### config.mk
export PLATFORM = sky130hd
export DESIGN_NAME = gas_ceiling_tracker
export DESIGN_NICKNAME = d
export VERILOG_FILES = /design/src/design/gct_pkg.sv /design/src/design/gas_ceiling_tracker.sv
export SDC_FILE = /design/constraint.sdc
export NUM_CORES = 1
export LEC_CHECK = 0
export CAP_MARGIN = 0
export CORE_ASPECT_RATIO = 0.75
export CORE_MARGIN = 5
export CORE_UTILIZATION = 60
export CTS_CLUSTER_SIZE = 25
export DETAILED_ROUTE_END_ITERATION = 8
export DONT_BUFFER_PORTS = 1
export MAX_ROUTING_LAYER = met4
export PLACE_DENSITY_LB_ADDON = 0.2
export SLEW_MARGIN = 15
export SYNTH_ARGS = -nofsm -noshare
export SYNTH_HDL_FRONTEND = slang
export SYNTH_SLANG_ARGS = --single-unit
### constraint.sdc
create_clock -name clk_i -period 14.46 [get_ports clk_i]
set_clock_uncertainty 0.05 [all_clocks]
set_input_delay 2.892 -clock clk_i [delete_from_list [all_inputs] [get_ports clk_i]]
set_output_delay 2.892 -clock clk_i [all_outputs]
set_load 0.01 [all_outputs]
### src/design/gct_pkg.sv
`timescale 1ns / 1ps

package gct_pkg;

  localparam int TABLE_DEPTH = 16;
  localparam int IDX_W       = $clog2(TABLE_DEPTH);
  localparam int CNT_W       = $clog2(TABLE_DEPTH + 1);
  localparam int GAS_W       = 32;
  localparam int SPREAD_W    = 17;
  localparam int SPREAD_SH   = 16;
  localparam int FILL_W      = 5;
  localparam int FILL_MAX    = 31;
  localparam int SUM_W       = GAS_W + IDX_W;
  localparam int NUM_W       = (SUM_W > GAS_W + SPREAD_SH) ? SUM_W : GAS_W + SPREAD_SH;
  localparam int DIV_CNT_W   = $clog2(NUM_W + 1);
  localparam int CNT_EXT_W   = (CNT_W > FILL_W) ? CNT_W : FILL_W;

  localparam logic [SPREAD_W-1:0] SPREAD_ONE = SPREAD_W'(65536);

  typedef enum logic [2:0] {
    ST_IDLE,
    ST_SCAN_MIN,
    ST_WRITE,
    ST_SCAN_SUM,
    ST_EVAL,
    ST_DIV_SPREAD,
    ST_DIV_MEAN,
    ST_DONE
  } gct_state_e;

endpackage

### src/design/gas_ceiling_tracker.sv
`timescale 1ns / 1ps
// Each reading is handled in order: a walk of the table through its single read port
// to find the least entry, the table write, a second walk to sum the entries, then a
// one-bit-per-cycle divider used twice (spread, then mean), skipped when the table ends
// up empty. No new reading is taken until the last result is in the output register.
// Reset: table entries read as empty, write pointer 0, held ceiling 0, held spread 65536.

module gas_ceiling_tracker
  import gct_pkg::*;
(
  input  logic                clk_i,
  input  logic                rst_ni,
  input  logic                in_valid_i,
  output logic                in_ready_o,
  input  logic [GAS_W-1:0]    gas_value_i,
  input  logic                command_i,
  output logic                out_valid_o,
  input  logic                out_ready_i,
  output logic [GAS_W-1:0]    ceiling_o,
  output logic [SPREAD_W-1:0] spread_fraction_o,
  output logic [FILL_W-1:0]   filled_entries_o
);

  localparam logic [IDX_W-1:0] LAST_IDX = IDX_W'(TABLE_DEPTH - 1);

  gct_state_e state_q, state_d;

  logic [GAS_W-1:0]     mem_q [TABLE_DEPTH];
  logic [TABLE_DEPTH-1:0] vld_q, vld_d;
  logic [GAS_W-1:0]     rd_data_q;
  logic                 rd_hit_q;
  logic                 rd_en;
  logic [IDX_W-1:0]     rd_addr;
  logic                 mem_we;
  logic [IDX_W-1:0]     mem_waddr;
  logic [GAS_W-1:0]     rd_val;

  logic [IDX_W:0]       scan_q, scan_d;
  logic                 proc_q;
  logic [IDX_W-1:0]     proc_idx_q;

  logic [GAS_W-1:0]     reading_q, reading_d;
  logic                 cmd_q, cmd_d;
  logic [IDX_W-1:0]     wp_q, wp_d;
  logic [GAS_W-1:0]     least_q, least_d;
  logic [IDX_W-1:0]     pos_q, pos_d;
  logic                 last_nz_q, last_nz_d;

  logic [SUM_W-1:0]     sum_q, sum_d;
  logic [CNT_W-1:0]     cnt_q, cnt_d;
  logic [GAS_W-1:0]     lo_q, lo_d;
  logic [GAS_W-1:0]     hi_q, hi_d;

  logic [NUM_W-1:0]     num_q, num_d;
  logic [GAS_W-1:0]     rem_q, rem_d;
  logic [GAS_W-1:0]     dvsr_q, dvsr_d;
  logic [DIV_CNT_W-1:0] dcnt_q, dcnt_d;
  logic [GAS_W:0]       rem_sh;
  logic                 div_ge;
  logic [GAS_W-1:0]     rem_nx;
  logic [NUM_W-1:0]     quo_nx;

  logic [GAS_W-1:0]     ceil_q, ceil_d;
  logic [SPREAD_W-1:0]  spread_q, spread_d;

  logic                 out_valid_q, out_valid_d;
  logic [GAS_W-1:0]     out_ceil_q, out_ceil_d;
  logic [SPREAD_W-1:0]  out_spread_q, out_spread_d;
  logic [FILL_W-1:0]    out_fill_q, out_fill_d;
  logic [CNT_EXT_W-1:0] cnt_ext;
  logic [FILL_W-1:0]    fill_sat;

  assign rd_val  = rd_hit_q ? rd_data_q : '0;
  assign rd_addr = scan_q[IDX_W-1:0];
  assign rd_en   = ((state_q == ST_SCAN_MIN) || (state_q == ST_SCAN_SUM)) &&
                   (scan_q < (IDX_W + 1)'(TABLE_DEPTH));

  assign rem_sh = {rem_q, num_q[NUM_W-1]};
  assign div_ge = rem_sh >= {1'b0, dvsr_q};
  assign rem_nx = div_ge ? GAS_W'(rem_sh - {1'b0, dvsr_q}) : rem_sh[GAS_W-1:0];
  assign quo_nx = {num_q[NUM_W-2:0], div_ge};

  assign cnt_ext  = CNT_EXT_W'(cnt_q);
  assign fill_sat = (cnt_ext > CNT_EXT_W'(FILL_MAX)) ? FILL_W'(FILL_MAX) : FILL_W'(cnt_ext);

  assign in_ready_o        = (state_q == ST_IDLE);
  assign out_valid_o       = out_valid_q;
  assign ceiling_o         = out_ceil_q;
  assign spread_fraction_o = out_spread_q;
  assign filled_entries_o  = out_fill_q;

  always_comb begin
    state_d      = state_q;
    vld_d        = vld_q;
    scan_d       = scan_q;
    reading_d    = reading_q;
    cmd_d        = cmd_q;
    wp_d         = wp_q;
    least_d      = least_q;
    pos_d        = pos_q;
    last_nz_d    = last_nz_q;
    sum_d        = sum_q;
    cnt_d        = cnt_q;
    lo_d         = lo_q;
    hi_d         = hi_q;
    num_d        = num_q;
    rem_d        = rem_q;
    dvsr_d       = dvsr_q;
    dcnt_d       = dcnt_q;
    ceil_d       = ceil_q;
    spread_d     = spread_q;
    out_ceil_d   = out_ceil_q;
    out_spread_d = out_spread_q;
    out_fill_d   = out_fill_q;
    out_valid_d  = out_valid_q && !out_ready_i;
    mem_we       = 1'b0;
    mem_waddr    = wp_q;

    if (rd_en) begin
      scan_d = scan_q + 1'b1;
    end

    case (state_q)
      ST_IDLE: begin
        if (in_valid_i) begin
          reading_d = gas_value_i;
          cmd_d     = command_i;
          scan_d    = '0;
          state_d   = ST_SCAN_MIN;
        end
      end
      ST_SCAN_MIN: begin
        if (proc_q) begin
          if ((proc_idx_q == '0) || (rd_val < least_q)) begin
            least_d = rd_val;
            pos_d   = proc_idx_q;
          end
          if (proc_idx_q == LAST_IDX) begin
            last_nz_d = (rd_val != '0);
            state_d   = ST_WRITE;
          end
        end
      end
      ST_WRITE: begin
        if (cmd_q && last_nz_q) begin
          mem_waddr = pos_q;
          mem_we    = (reading_q > least_q);
        end else begin
          mem_waddr = wp_q;
          mem_we    = 1'b1;
          wp_d      = (wp_q == LAST_IDX) ? '0 : wp_q + 1'b1;
        end
        if (mem_we) begin
          vld_d[mem_waddr] = 1'b1;
        end
        scan_d  = '0;
        sum_d   = '0;
        cnt_d   = '0;
        lo_d    = '0;
        hi_d    = '0;
        state_d = ST_SCAN_SUM;
      end
      ST_SCAN_SUM: begin
        if (proc_q) begin
          if (rd_val != '0) begin
            sum_d = sum_q + SUM_W'(rd_val);
            cnt_d = cnt_q + 1'b1;
            if (cnt_q == '0) begin
              lo_d = rd_val;
              hi_d = rd_val;
            end else begin
              if (rd_val < lo_q) lo_d = rd_val;
              if (rd_val > hi_q) hi_d = rd_val;
            end
          end
          if (proc_idx_q == LAST_IDX) begin
            state_d = ST_EVAL;
          end
        end
      end
      ST_EVAL: begin
        if (cnt_q == '0) begin
          state_d = ST_DONE;
        end else begin
          num_d   = NUM_W'({GAS_W'(hi_q - lo_q), SPREAD_SH'(0)});
          rem_d   = '0;
          dvsr_d  = hi_q;
          dcnt_d  = DIV_CNT_W'(NUM_W);
          state_d = ST_DIV_SPREAD;
        end
      end
      ST_DIV_SPREAD: begin
        num_d  = quo_nx;
        rem_d  = rem_nx;
        dcnt_d = dcnt_q - 1'b1;
        if (dcnt_q == DIV_CNT_W'(1)) begin
          spread_d = SPREAD_W'(quo_nx);
          num_d    = NUM_W'(sum_q);
          rem_d    = '0;
          dvsr_d   = GAS_W'(cnt_q);
          dcnt_d   = DIV_CNT_W'(NUM_W);
          state_d  = ST_DIV_MEAN;
        end
      end
      ST_DIV_MEAN: begin
        num_d  = quo_nx;
        rem_d  = rem_nx;
        dcnt_d = dcnt_q - 1'b1;
        if (dcnt_q == DIV_CNT_W'(1)) begin
          ceil_d  = GAS_W'(quo_nx);
          state_d = ST_DONE;
        end
      end
      ST_DONE: begin
        if (!out_valid_q || out_ready_i) begin
          out_ceil_d   = ceil_q;
          out_spread_d = spread_q;
          out_fill_d   = fill_sat;
          out_valid_d  = 1'b1;
          state_d      = ST_IDLE;
        end
      end
      default: begin
        state_d = ST_IDLE;
      end
    endcase
  end

  always_ff @(posedge clk_i) begin
    if (mem_we) begin
      mem_q[mem_waddr] <= reading_q;
    end
    if (rd_en) begin
      rd_data_q <= mem_q[rd_addr];
    end
  end

  always_ff @(posedge clk_i or negedge rst_ni) begin
    if (!rst_ni) begin
      state_q     <= ST_IDLE;
      vld_q       <= '0;
      rd_hit_q    <= 1'b0;
      proc_q      <= 1'b0;
      proc_idx_q  <= '0;
      scan_q      <= '0;
      wp_q        <= '0;
      dcnt_q      <= '0;
      ceil_q      <= '0;
      spread_q    <= SPREAD_ONE;
      out_valid_q <= 1'b0;
    end else begin
      state_q     <= state_d;
      vld_q       <= vld_d;
      proc_q      <= rd_en;
      scan_q      <= scan_d;
      wp_q        <= wp_d;
      dcnt_q      <= dcnt_d;
      ceil_q      <= ceil_d;
      spread_q    <= spread_d;
      out_valid_q <= out_valid_d;
      if (rd_en) begin
        rd_hit_q   <= vld_q[rd_addr];
        proc_idx_q <= rd_addr;
      end
    end
  end

  always_ff @(posedge clk_i) begin
    reading_q    <= reading_d;
    cmd_q        <= cmd_d;
    least_q      <= least_d;
    pos_q        <= pos_d;
    last_nz_q    <= last_nz_d;
    sum_q        <= sum_d;
    cnt_q        <= cnt_d;
    lo_q         <= lo_d;
    hi_q         <= hi_d;
    num_q        <= num_d;
    rem_q        <= rem_d;
    dvsr_q       <= dvsr_d;
    out_ceil_q   <= out_ceil_d;
    out_spread_q <= out_spread_d;
    out_fill_q   <= out_fill_d;
  end

endmodule

# Yosys cells after proc, flatten, opt, wreduce, memory -nomap -nowiden
# Memory sizes are Yosys's and may differ from the RTL's. A register that Yosys moved wholly into a read port is not among the register bits.
# Index checks and enable logic that the tools add are counted.
[totals]
mem_bits_rw = 512
n_memories = 1
out_inout_bits = 56
register_bits = 431
elab_cells = 156
[memory_table]
columns = ["name", "words", "width", "rd", "rd_ports_with_merged_regs", "wr", "line", "source"]
rows = [
  ["mem_q", 16, 32, 1, 1, 1, "gas_ceiling_tracker.sv:28", "logic [GAS_W-1:0] mem_q [TABLE_DEPTH];"],
]
[op_classes]
mux = 58
n_reduce_logical = 30
n_eq_ne = 22
add_sub_neg = 7
n_bitwise = 2
magnitude_cmp = 10
[op_table]
columns = ["op", "count"]
rows = [
  ["32-bit 2-to-1 mux", 14],
  ["32-bit one-hot mux with 2 select lines", 3],
  ["48-bit one-hot mux with 3 select lines", 1],
  ["48-bit 2-to-1 mux", 2],
  ["32-bit one-hot mux with 3 select lines", 1],
  ["36-bit 2-to-1 mux", 2],
  ["36-bit one-hot mux with 2 select lines", 1],
  ["32-bit > comparator", 2],
  ["32-bit < comparator", 2],
  ["32-bit subtractor", 2],
  ["36-bit by 32-bit adder with 36-bit output", 1],
  ["33-bit by 32-bit greater-or-equal comparator with 1-bit output", 1],
  ["32-bit nonzero test", 1],
  ["3-bit 2-to-1 mux", 8],
  ["3-bit one-hot mux with 8 select lines", 1],
  ["5-bit 2-to-1 mux", 4],
  ["5-bit one-hot mux with 2 select lines", 2],
  ["6-bit one-hot mux with 3 select lines", 1],
  ["4-bit 2-to-1 mux", 4],
  ["16-bit OR", 1],
  ["2-bit != test, second input constant", 7],
  ["2-bit AND reduction", 7],
  ["3-bit == test, second input constant", 4],
  ["6-bit 2-to-1 mux", 2],
  ["29 further kinds", 55],
]

# Depth between registers and ports, before layout
# Gate-level depths: netlist of the first run.
[logic_depth]
depth_word = 8
ltp_mapped = 15

# Least setup slack after synthesis of the first run
# Ideal clock, no wire load.
[synth_path]
path_kind = "flip-flop to flip-flop"
startpoint = "register cnt_q[0] (netlist: cnt_ext[0])"
endpoint = "register dcnt_q[5]"
path_stages_with_launch = 7
setup_ps = 107
t_required_ps = 14303
arrival_ps = 6859
setup_slack_ps = 7444
path_buffers = 0
path_cell_list = "edfxtp_1 > inv_1 > ha_1 > or4b_2 > nor2_1 > a2111oi_0 > o21bai_1"
[synth_via]
elab_chain_len = 3
[synth_lines]
columns = ["element", "line", "source"]
rows = [
  ["from (decl)", "gas_ceiling_tracker.sv:50", "logic [CNT_W-1:0] cnt_q, cnt_d;"],
  ["from (signal assigned)", "gas_ceiling_tracker.sv:275", "cnt_q <= cnt_d;"],
  ["5-bit zero test", "gas_ceiling_tracker.sv:182", "if (cnt_q == '0) begin"],
  ["2-bit != test (no line)", "--", ""],
  ["2-bit AND reduction (no line)", "--", ""],
  ["to (signal assigned)", "gas_ceiling_tracker.sv:257", "dcnt_q <= dcnt_d;"],
  ["to (decl)", "gas_ceiling_tracker.sv:57", "logic [DIV_CNT_W-1:0] dcnt_q, dcnt_d;"],
]
# Every way passes these cells.
# A chain may end at the register's enable or synchronous reset.

# Final worst setup path of the first run
[layout_path]
startpoint = "register rd_hit_q"
endpoint = "register lo_q[4], enable pin"
[layout_via]
elab_chain_len = 4
word_cells_on_any_way = 6
cone_classes = "order compare: 1; eq/ne: 2; mux: 1; reduce/logical: 2"
[layout_lines]
columns = ["element", "line", "source"]
rows = [
  ["from (decl)", "gas_ceiling_tracker.sv:31", "logic rd_hit_q;"],
  ["from (signal assigned)", "gas_ceiling_tracker.sv:262", "rd_hit_q <= vld_q[rd_addr];"],
  ["32-bit 2-to-1 mux (*)", "gas_ceiling_tracker.sv:73", "assign rd_val = rd_hit_q ? rd_data_q : '0;"],
  ["via rd_val[17]", "gas_ceiling_tracker.sv:36", "logic [GAS_W-1:0] rd_val;"],
  ["32-bit < comparator / 32-bit nonzero test (equally long branches)", "gas_ceiling_tracker.sv:172, gas_ceiling_tracker.sv:165", ""],
  ["3-bit by 1-bit != test with 1-bit output (no line) / 2-bit by 1-bit != test with 1-bit output (equally long branches)", "--", ""],
  ["4-bit AND reduction (no line) (*)", "--", ""],
  ["to (signal assigned)", "gas_ceiling_tracker.sv:276", "lo_q <= lo_d;"],
  ["to (decl)", "gas_ceiling_tracker.sv:51", "logic [GAS_W-1:0] lo_q, lo_d;"],
]
# Mark *: on every way through the listed nets, which the timed path passes. The rest lies on a longest branch.

==> results list, run 1 <==
- The flow ran to the end, and the final reports show no timing, DRC or antenna violations.
- The slowest stage of the critical path belongs to the cell dfrtp_1.
* Die Height: 245 um
- Cell taking the most area after synthesis: edfxtp_1
* GRT overflow: 0
- Timing would allow up to 198 MHz.
- Counting both buffers and inverters, the worst setup path holds a total of 1.
- Mean instance size in the synthesized netlist: 15.4 um^2
- The most common cell in the synthesized netlist is edfxtp_1.
- The netlist uses 83 different library cells.
- Entering global routing, the biggest net connects between 90 and 100 pins.
- After detailed routing, the average wire length per cell comes to roughly 27 um.
- GRT Resource Usage Total: between 20% and 30%
- DRC violations left: 0
- The total count of hold-check failures in the final report was 0.
- Iter 0 DRT Violations: 3056
- FILL cells: 5085
* CP Capture Type: register
- In this run, CTS created clock tree buffers numbering 94.
- Io pins: 93
- Clock insertion delay at the later pin of the skew report: 660 ps
* Data arrival time at the worst-slack endpoint: 5330 ps
- Global-route wire length before repair: 162000 um
- Clock root cell: clkbuf_16
* Post-CTS Setup Repair Bufs: 0
- Yosys warnings: 0
- The final layout contains about 3200 nets.
* Maximum cell stage delay along the critical path: roughly 960 ps
- Power density cells: 215 nW/um^2
* Reported leakage power: 18.2 nW
- Crit path max fanout: 33
- The path class of the tightest hold or removal check is reg2reg.
* Detailed-router iteration count before antenna repair: 8
- Most used cell, CP: a21o_1
* Count of cells resized by post-cts repair: 0
- Worst Hold Depth: 0
- Synthesis handed over a netlist of 2881 instances.
- Die outline area: 79500 um^2
* CP Data Required Time: between 10000 and 15000 ps
* Count of cell instances traversed by the critical path: 13
- The congestion estimate from routability-driven global placement came to between 0.9 and 1.
* Critical path launch point type: register
- Number of register bits inferred by synthesis: 975
- Yosys attributes the largest share of cell area to edfxtp_1, mux4_2, ha_1.
* Normalized max-slew margin: 23.0%
- Synthesized cell area: 44400 um^2
- Share of post-route cells with drive strength above 1: ~16%
* Core Area: 73400 um^2
- The via count of the first global-routing pass came to 25500.
* Proportion of synthesized flip-flops having asynchronous set or reset: under 10%
* Worst-path cell chain: and2_1 > ha_1 > a21o_1 > a21o_1 > a21o_1 > a21o_1 > a21oi_1 > nor2_1 > a2111oi_0 > a2111oi_0 > a2111oi_0 > o21a_1 > buf_4
- Deepest clock path buffer count: 3
- H-tree Lvls: 3
* TritonCTS clock tree: yes
- Number of vias per cell after detailed routing: 6.50
* Total wirelength of the detailed-routed design: ~110000 um
- VDD sags by at most 0.129 mV.
* Cell type group with the largest total delay on the critical path: compound AO/OA/AOI/OAI gates
- In the final layout, the multi-input gates occupy 14600 um^2.
- TritonCTS Sinks: around 980
- In this run the core area contains 86 standard-cell rows.
* Layout overhead on the synthesized area: 9.98%
- In the synthesized netlist, the cells that appear most often are edfxtp_1, ha_1, mux4_2.
* Area of all sequential standard cells: 28800 um^2
- Total negative slack for setup checks: 0 ps
- When the netlist entered floorplanning its net count stood at roughly 3100.
* Setup repair after global routing missed its margin: no
* Tcrit/Tclk final: 35.0%
- Setup violations remaining at the end of the flow were counted as 0.
- After synthesis, the largest area contributor takes up about three fifths of total cell area.
- For the pin with the worst max-slew slack, the measured transition is 1160 ps.
- The routed design could run at a clock period as short as a little over 5000 ps.
- Total power: 10.5 mW
- Critical setup path kind: reg2reg
- The initial utilization of the core area, before any placement, comes to between 60% and 70%.
* Most frequently used flop master after synthesis: edfxtp_1
- Die Wd: 324 um
- Routed via count: roughly 26000
- R2r worst-path depth: 13
- EDFF count, synth: 885
- Count of nets left with antenna violations after detail routing: 0
- The count of final max-slew check failures came to 0.
* Port bufs: 0
* Number of antenna violations at the first check in global routing: 5
- Clock transition at the registers of the reported paths: 70 ps
- Buffers inserted to repair hold after CTS numbered 0.
- Across the run, the number of max-cap violations was 0.
* Hpwl dp: 69000 um
* Proportion of synthesized chip area in sequential cells: 65.0%
layer usage:
| layer | share of wire, % | track usage, % | vias up |
|---|---|---|---|
| met5 | 0 | - | - |
| li1 | - | - | 11200 |
| met3 | 9.6 | 5.80 | 171 |
| met4 | 2.3 | 6.50 | 0 |
| met1 | 43 | 42.2 | 13200 |
| met2 | 45 | 40.8 | 1164 |
where the power goes:
group          leakage, nW  switching (mW)  total, mW  internal, mW
sequential            9.36           0.372       4.16          3.79
combinational         7.29            2.35       3.84          1.50
clock                 1.53            1.07       2.50          1.44
total                 18.2            3.79       10.5          6.72
sequential cells by signal (all words and copies together), names as in the netlist, 5 cells and up:
register           cells
mem_q                512
num_q                 48
sum_q                 36
ceil_q                32
ceiling_o             32
dvsr_q                32
hi_q                  32
least_q               32
lo_q                  32
rd_data_q             32
reading_q             32
rem_q                 32
spread_fraction_o     17
spread_q              17
vld_q                 16
dcnt_q                 6
cnt_ext                5
filled_entries_o       5
scan_q                 5
cell type report:
class | instances | share of cell area [%]
clock inverter | 56 | 1.24
inverter | 161 | 1.24
clock buffer | 120 | 5.21
tap | 968 | 2.48
timing repair buffer | 44 | 0.677
multi-input combinational | 1633 | 30.0
sequential | 975 | 59.1
antenna | 2 | 0.0103
worst paths after layout:
check / start / end / slack (ps)
min in group asynchronous: rst_ni / spread_q[6] / 1880
setup reg to reg: rd_hit_q / lo_q[4] / 9410
hold reg to reg: ceil_q[3] / ceiling_o[3] / 390
setup / recovery: rd_hit_q / lo_q[4] / 9410
hold / removal: ceil_q[3] / ceiling_o[3] / 390
max in group asynchronous: rst_ni / spread_q[16] / 12280
cells by family after synthesis:
family / after synthesis / share of synthesized area, %
flip-flops: 975 / 65.0
AND/OR/NAND/NOR: 557 / 6.42
AO/OA/AOI/OAI: 502 / 7.35
buffers and inverters: 273 / 2.37
multiplexers: 253 / 10.5
adder cells (fa/ha/maj): 231 / 6.57
XOR/XNOR: 90 / 1.78
cells in the final DEF, fill, tap and decap left out, types with 20 or more instances in the layout:
cell type and count:
xor2_1 43, nand2b_1 28, and2_1 36, a21oi_1 146, xnor2_1 47, clkbuf_1 20
edfxtp_1 885, mux2i_1 30, mux2_2 58, nor2_1 119, nor2b_1 25, buf_4 44
dfrtp_1 85, nand3_1 38, inv_1 159, nand2_1 118, nand4_1 33, nor3_1 27
ha_1 228, o21ai_0 109, and3_1 48, clkbuf_16 97, mux4_2 165, a21o_1 86
stage by stage:
stage / area [um^2] / cells / setup WS, ps / hold WS [ps] / utilization, %
global route: 48800 / 3959 / 9120 / 400 / 66.5
CTS: 48800 / 3957 / 9530 / 390 / 66.5
finish: 48800 / 3959 / 9410 / 390 / 66.5
detailed placement: 45600 / 3781 / 9590 / 378 / 62.2
floorplan: 44400 / 2881 / 7440 / 371 / -
global placement: 45600 / 3781 / 9640 / 382 / 62.2
Note: power is estimated with default switching activity, not from simulation.
==> run 2: changes to the inputs <==
--- a/config.mk
+++ b/config.mk
@@ -8,7 +8,7 @@
 export CAP_MARGIN = 0
 export CORE_ASPECT_RATIO = 0.75
 export CORE_MARGIN = 5
-export CORE_UTILIZATION = 60
+export CORE_UTILIZATION = 58
 export CTS_CLUSTER_SIZE = 25
 export DETAILED_ROUTE_END_ITERATION = 8
 export DONT_BUFFER_PORTS = 1
==> constraint.sdc (replaced) <==
create_clock -name clk_i -period 4.6 [get_ports clk_i]
set_clock_uncertainty 0.05 [all_clocks]
set_input_delay 0.92 -clock clk_i [delete_from_list [all_inputs] [get_ports clk_i]]
set_output_delay 0.92 -clock clk_i [all_outputs]
set_load 0.01 [all_outputs]
==> run 2 against run 1 <==
Compared with the run above:
- wire length increased by 4.0%
- largest power group unchanged
- die area increased by 3.3%
- sequential power increased to 3.1 times the previous value
- clock power increased to 3.3 times the previous value
- largest cell class unchanged
- critical path depth increased by 2
==> results list, run 2 (synthesis gave the netlist of run 1 again) <==
- Relative to the synthesized area, the layout overhead comes to 11.7%.
* Final net count: 3227
- Reported leakage power: approximately 19 nW
- Clock tree synthesis selected as its root buffer the cell clkbuf_16.
* Post-CTS Setup Repair Bufs: 0
- After detailed routing, the average wire length per cell comes to 27.6 um.
* TritonCTS Sinks: 975
- The analysis attributes to net switching a power of 12.2 mW.
- DRC violations left: 0
- Core Area: 75500 um^2
- Pin count of the biggest net entering global routing: 90
- Effective utilization at floorplan: 58.7%
* Share of post-route cells with drive strength above 1: between 10% and 20%
* Final hold violations: 0
- Deepest clock path buffer count: 3
* Hpwl dp: ~76000 um
* Core occupancy in the finished layout: 65.6%
- In this run, the clock network consumes 24.3% of the power.
- Buffers inserted during clock tree synthesis total 94.
- Before antenna repair, the detailed router went through 5 iterations.
* Leading cell type in the layout, fill and taps excluded: edfxtp_1
- The detailed router placed 25900 vias in this run.
* Launching point of the worst reg2reg path: rd_hit_q
- Peak supply drop: between 0.5 and 0.6 mV
* Io pins: 93
* Critical setup path kind: reg2reg
- The die covers between 80000 and 90000 um^2.
* Slew @ Worst Pin: 1170 ps
- Sequential power share: around two fifths
- The clock tree synthesis step divided the H-tree into 3 levels.
- The die is 329 um wide.
* Crit path max fanout: 13
- Clock transition at the registers of the reported paths: ~70 ps
* Power density cells: 683 nW/um^2
- R2r worst-path depth: 15
- Die Height: 249 um
* Number of vias per cell after detailed routing: 6.36
- For this block, the initial DRC count from the detailed router was a little over 3000.
- Finished Cell Area: roughly 50000 um^2
- Number of antenna violations at the first check in global routing: 5
- In this run the register-to-register setup slack is roughly 330 ps.
* Critical path launch point type: register
* Regs by FF count: mem_q x512, num_q x48, sum_q x36
- Port bufs: 0
* MaxCap Viol Count: 0
- Setup repair after global routing left no endpoint under its margin.
- Most frequent cells in the layout: edfxtp_1, ha_1, mux4_2
- Total wirelength of the detailed-routed design: ~110000 um
* Routability cong.: about 0.94
- The worst setup path is captured at a register.
- The register with the most flip-flops in the final layout is mem_q.
- The count of final max-slew check failures came to 0.
- Instance area at placement: between 40000 and 50000 um^2
- Number of global-route vias before repair: about 26000
* Post-layout minimum cycle time: roughly 4300 ps
* Combinational group share of total power: 37.2%
- After layout, the worst path uses 92.9% of the clock period.
- The register with the most flip-flops in the layout has about 500 of them.
- STA puts the critical path data required time at 5030 ps.
- Setup violations remaining at the end of the flow were counted as 0.
- The initialized floorplan defines 87 standard-cell rows.
- Headroom to the max-slew limit came out at approximately 22%.
- TritonCTS built the clock tree.
* GRT overflow: 0
- Worst hold-check path type: in2async
- Pint: 21.6 mW
- For this run, the top clock speed supported by timing is 234 MHz.
- Net Sw Frac: 36.1%
- Data arrival time at the worst-slack endpoint: 4700 ps
- GRT Resource Usage Total: 28.2%
- Run status: finished, final reports clean
* Terminus of the critical flop-to-flop path: sum_q[34]
* Global-route wire length before repair: about 170000 um
- Final Hold Slack: approximately 45 ps
- Count of nets left with antenna violations after detail routing: 0
- Clock insertion delay at the later pin of the skew report: between 600 and 700 ps
- Total power: 33.8 mW
==> run 2: cell count changes in the layout (fill, tap and decap cells not counted), sizes merged <==
cell,before,now
buf,44,94
clkbuf,120,105
bufinv,10,16
clkinv,35,41
diode,2,6
clkinvlp,7,10
inv,165,163
==> run 2: final cells by class <==
class / count / area [um^2]
Antenna cell: 6 / 15.0
Clock buffer: 105 / 2430
Clock inverter: 69 / 898
Fill cell: 5257 / 26000
Inverter: 161 / 606
Multi-Input combinational cell: 1633 / 14700
Sequential cell: 975 / 28800
Tap cell: 1023 / 1280
Timing Repair Buffer: 94 / 826
==> run 2: power groups by stage <==
stage	registers [mW]	logic, mW	clock network [mW]
5_1_grt	13.2	13.6	8.76
2_1_floorplan	12.6	8.77	0
3_3_place_gp	13.2	12.1	0
6_report	13.0	12.6	8.23
4_1_cts	13.0	12.4	8.36
3_5_place_dp	13.2	12.3	0
==> run 2: timing repair <==
item | 4_1_cts | 5_1_grt
endpoints found under the setup margin | 0 | 96
hold buffers | 1 | 0
gates resized for setup | 0 | 2
endpoints found under the hold margin | 89 | 0
==> run 2: metrics by stage <==
step / cells / setup TNS, ps / setup WS, ps
6_report: 4066 / 0 / 326
5_1_grt: 4064 / 0 / 68.7
2_1_floorplan: 2881 / -240700 / -1050
3_3_place_gp: 3885 / 0 / 427
4_1_cts: 4060 / 0 / 245
3_5_place_dp: 3885 / 0 / 295
==> run 2: how the worst max path moves through the flow <==
| stage | start | endpoint | slack [ps] | cells past startpoint |
|---|---|---|---|---|
| 2_1_floorplan | reading_q[17] | mem_q[3][0] | -1050 | 11 |
| 3_3_place_gp | reading_q[1] | mem_q[4][0] | 430 | 12 |
| 3_5_place_dp | reading_q[1] | mem_q[4][0] | 300 | 12 |
| 4_1_cts | reading_q[1] | mem_q[4][13] | 240 | 12 |
| 5_1_grt | rd_hit_q | sum_q[34] | 70 | 15 |
| 6_report | rd_hit_q | sum_q[34] | 330 | 15 |
==> run 2: metal layers <==
| layer | vias up | track usage, % | wire length [um] |
|---|---|---|---|
| li1 | 11400 | - | - |
| met1 | 13200 | 42.4 | 49800 |
| met2 | 1160 | 40.3 | 50200 |
| met3 | 160 | 5.85 | 9760 |
| met4 | 0 | 6.58 | 2530 |
| met5 | - | - | 0 |
==> run 2: critical path: stages (launching register included) <==
cell and delay, ps:
dfrtp_1 560, nand2_1 220, inv_1 170, ha_1 230, inv_1 70, fa_1 420, and2b_1 260, o211a_1 160
o221ai_2 140, o211ai_1 250, nand3_1 190, o31a_1 390, o31ai_2 350, nor3_1 90, or3_1 360, a21oi_1 170
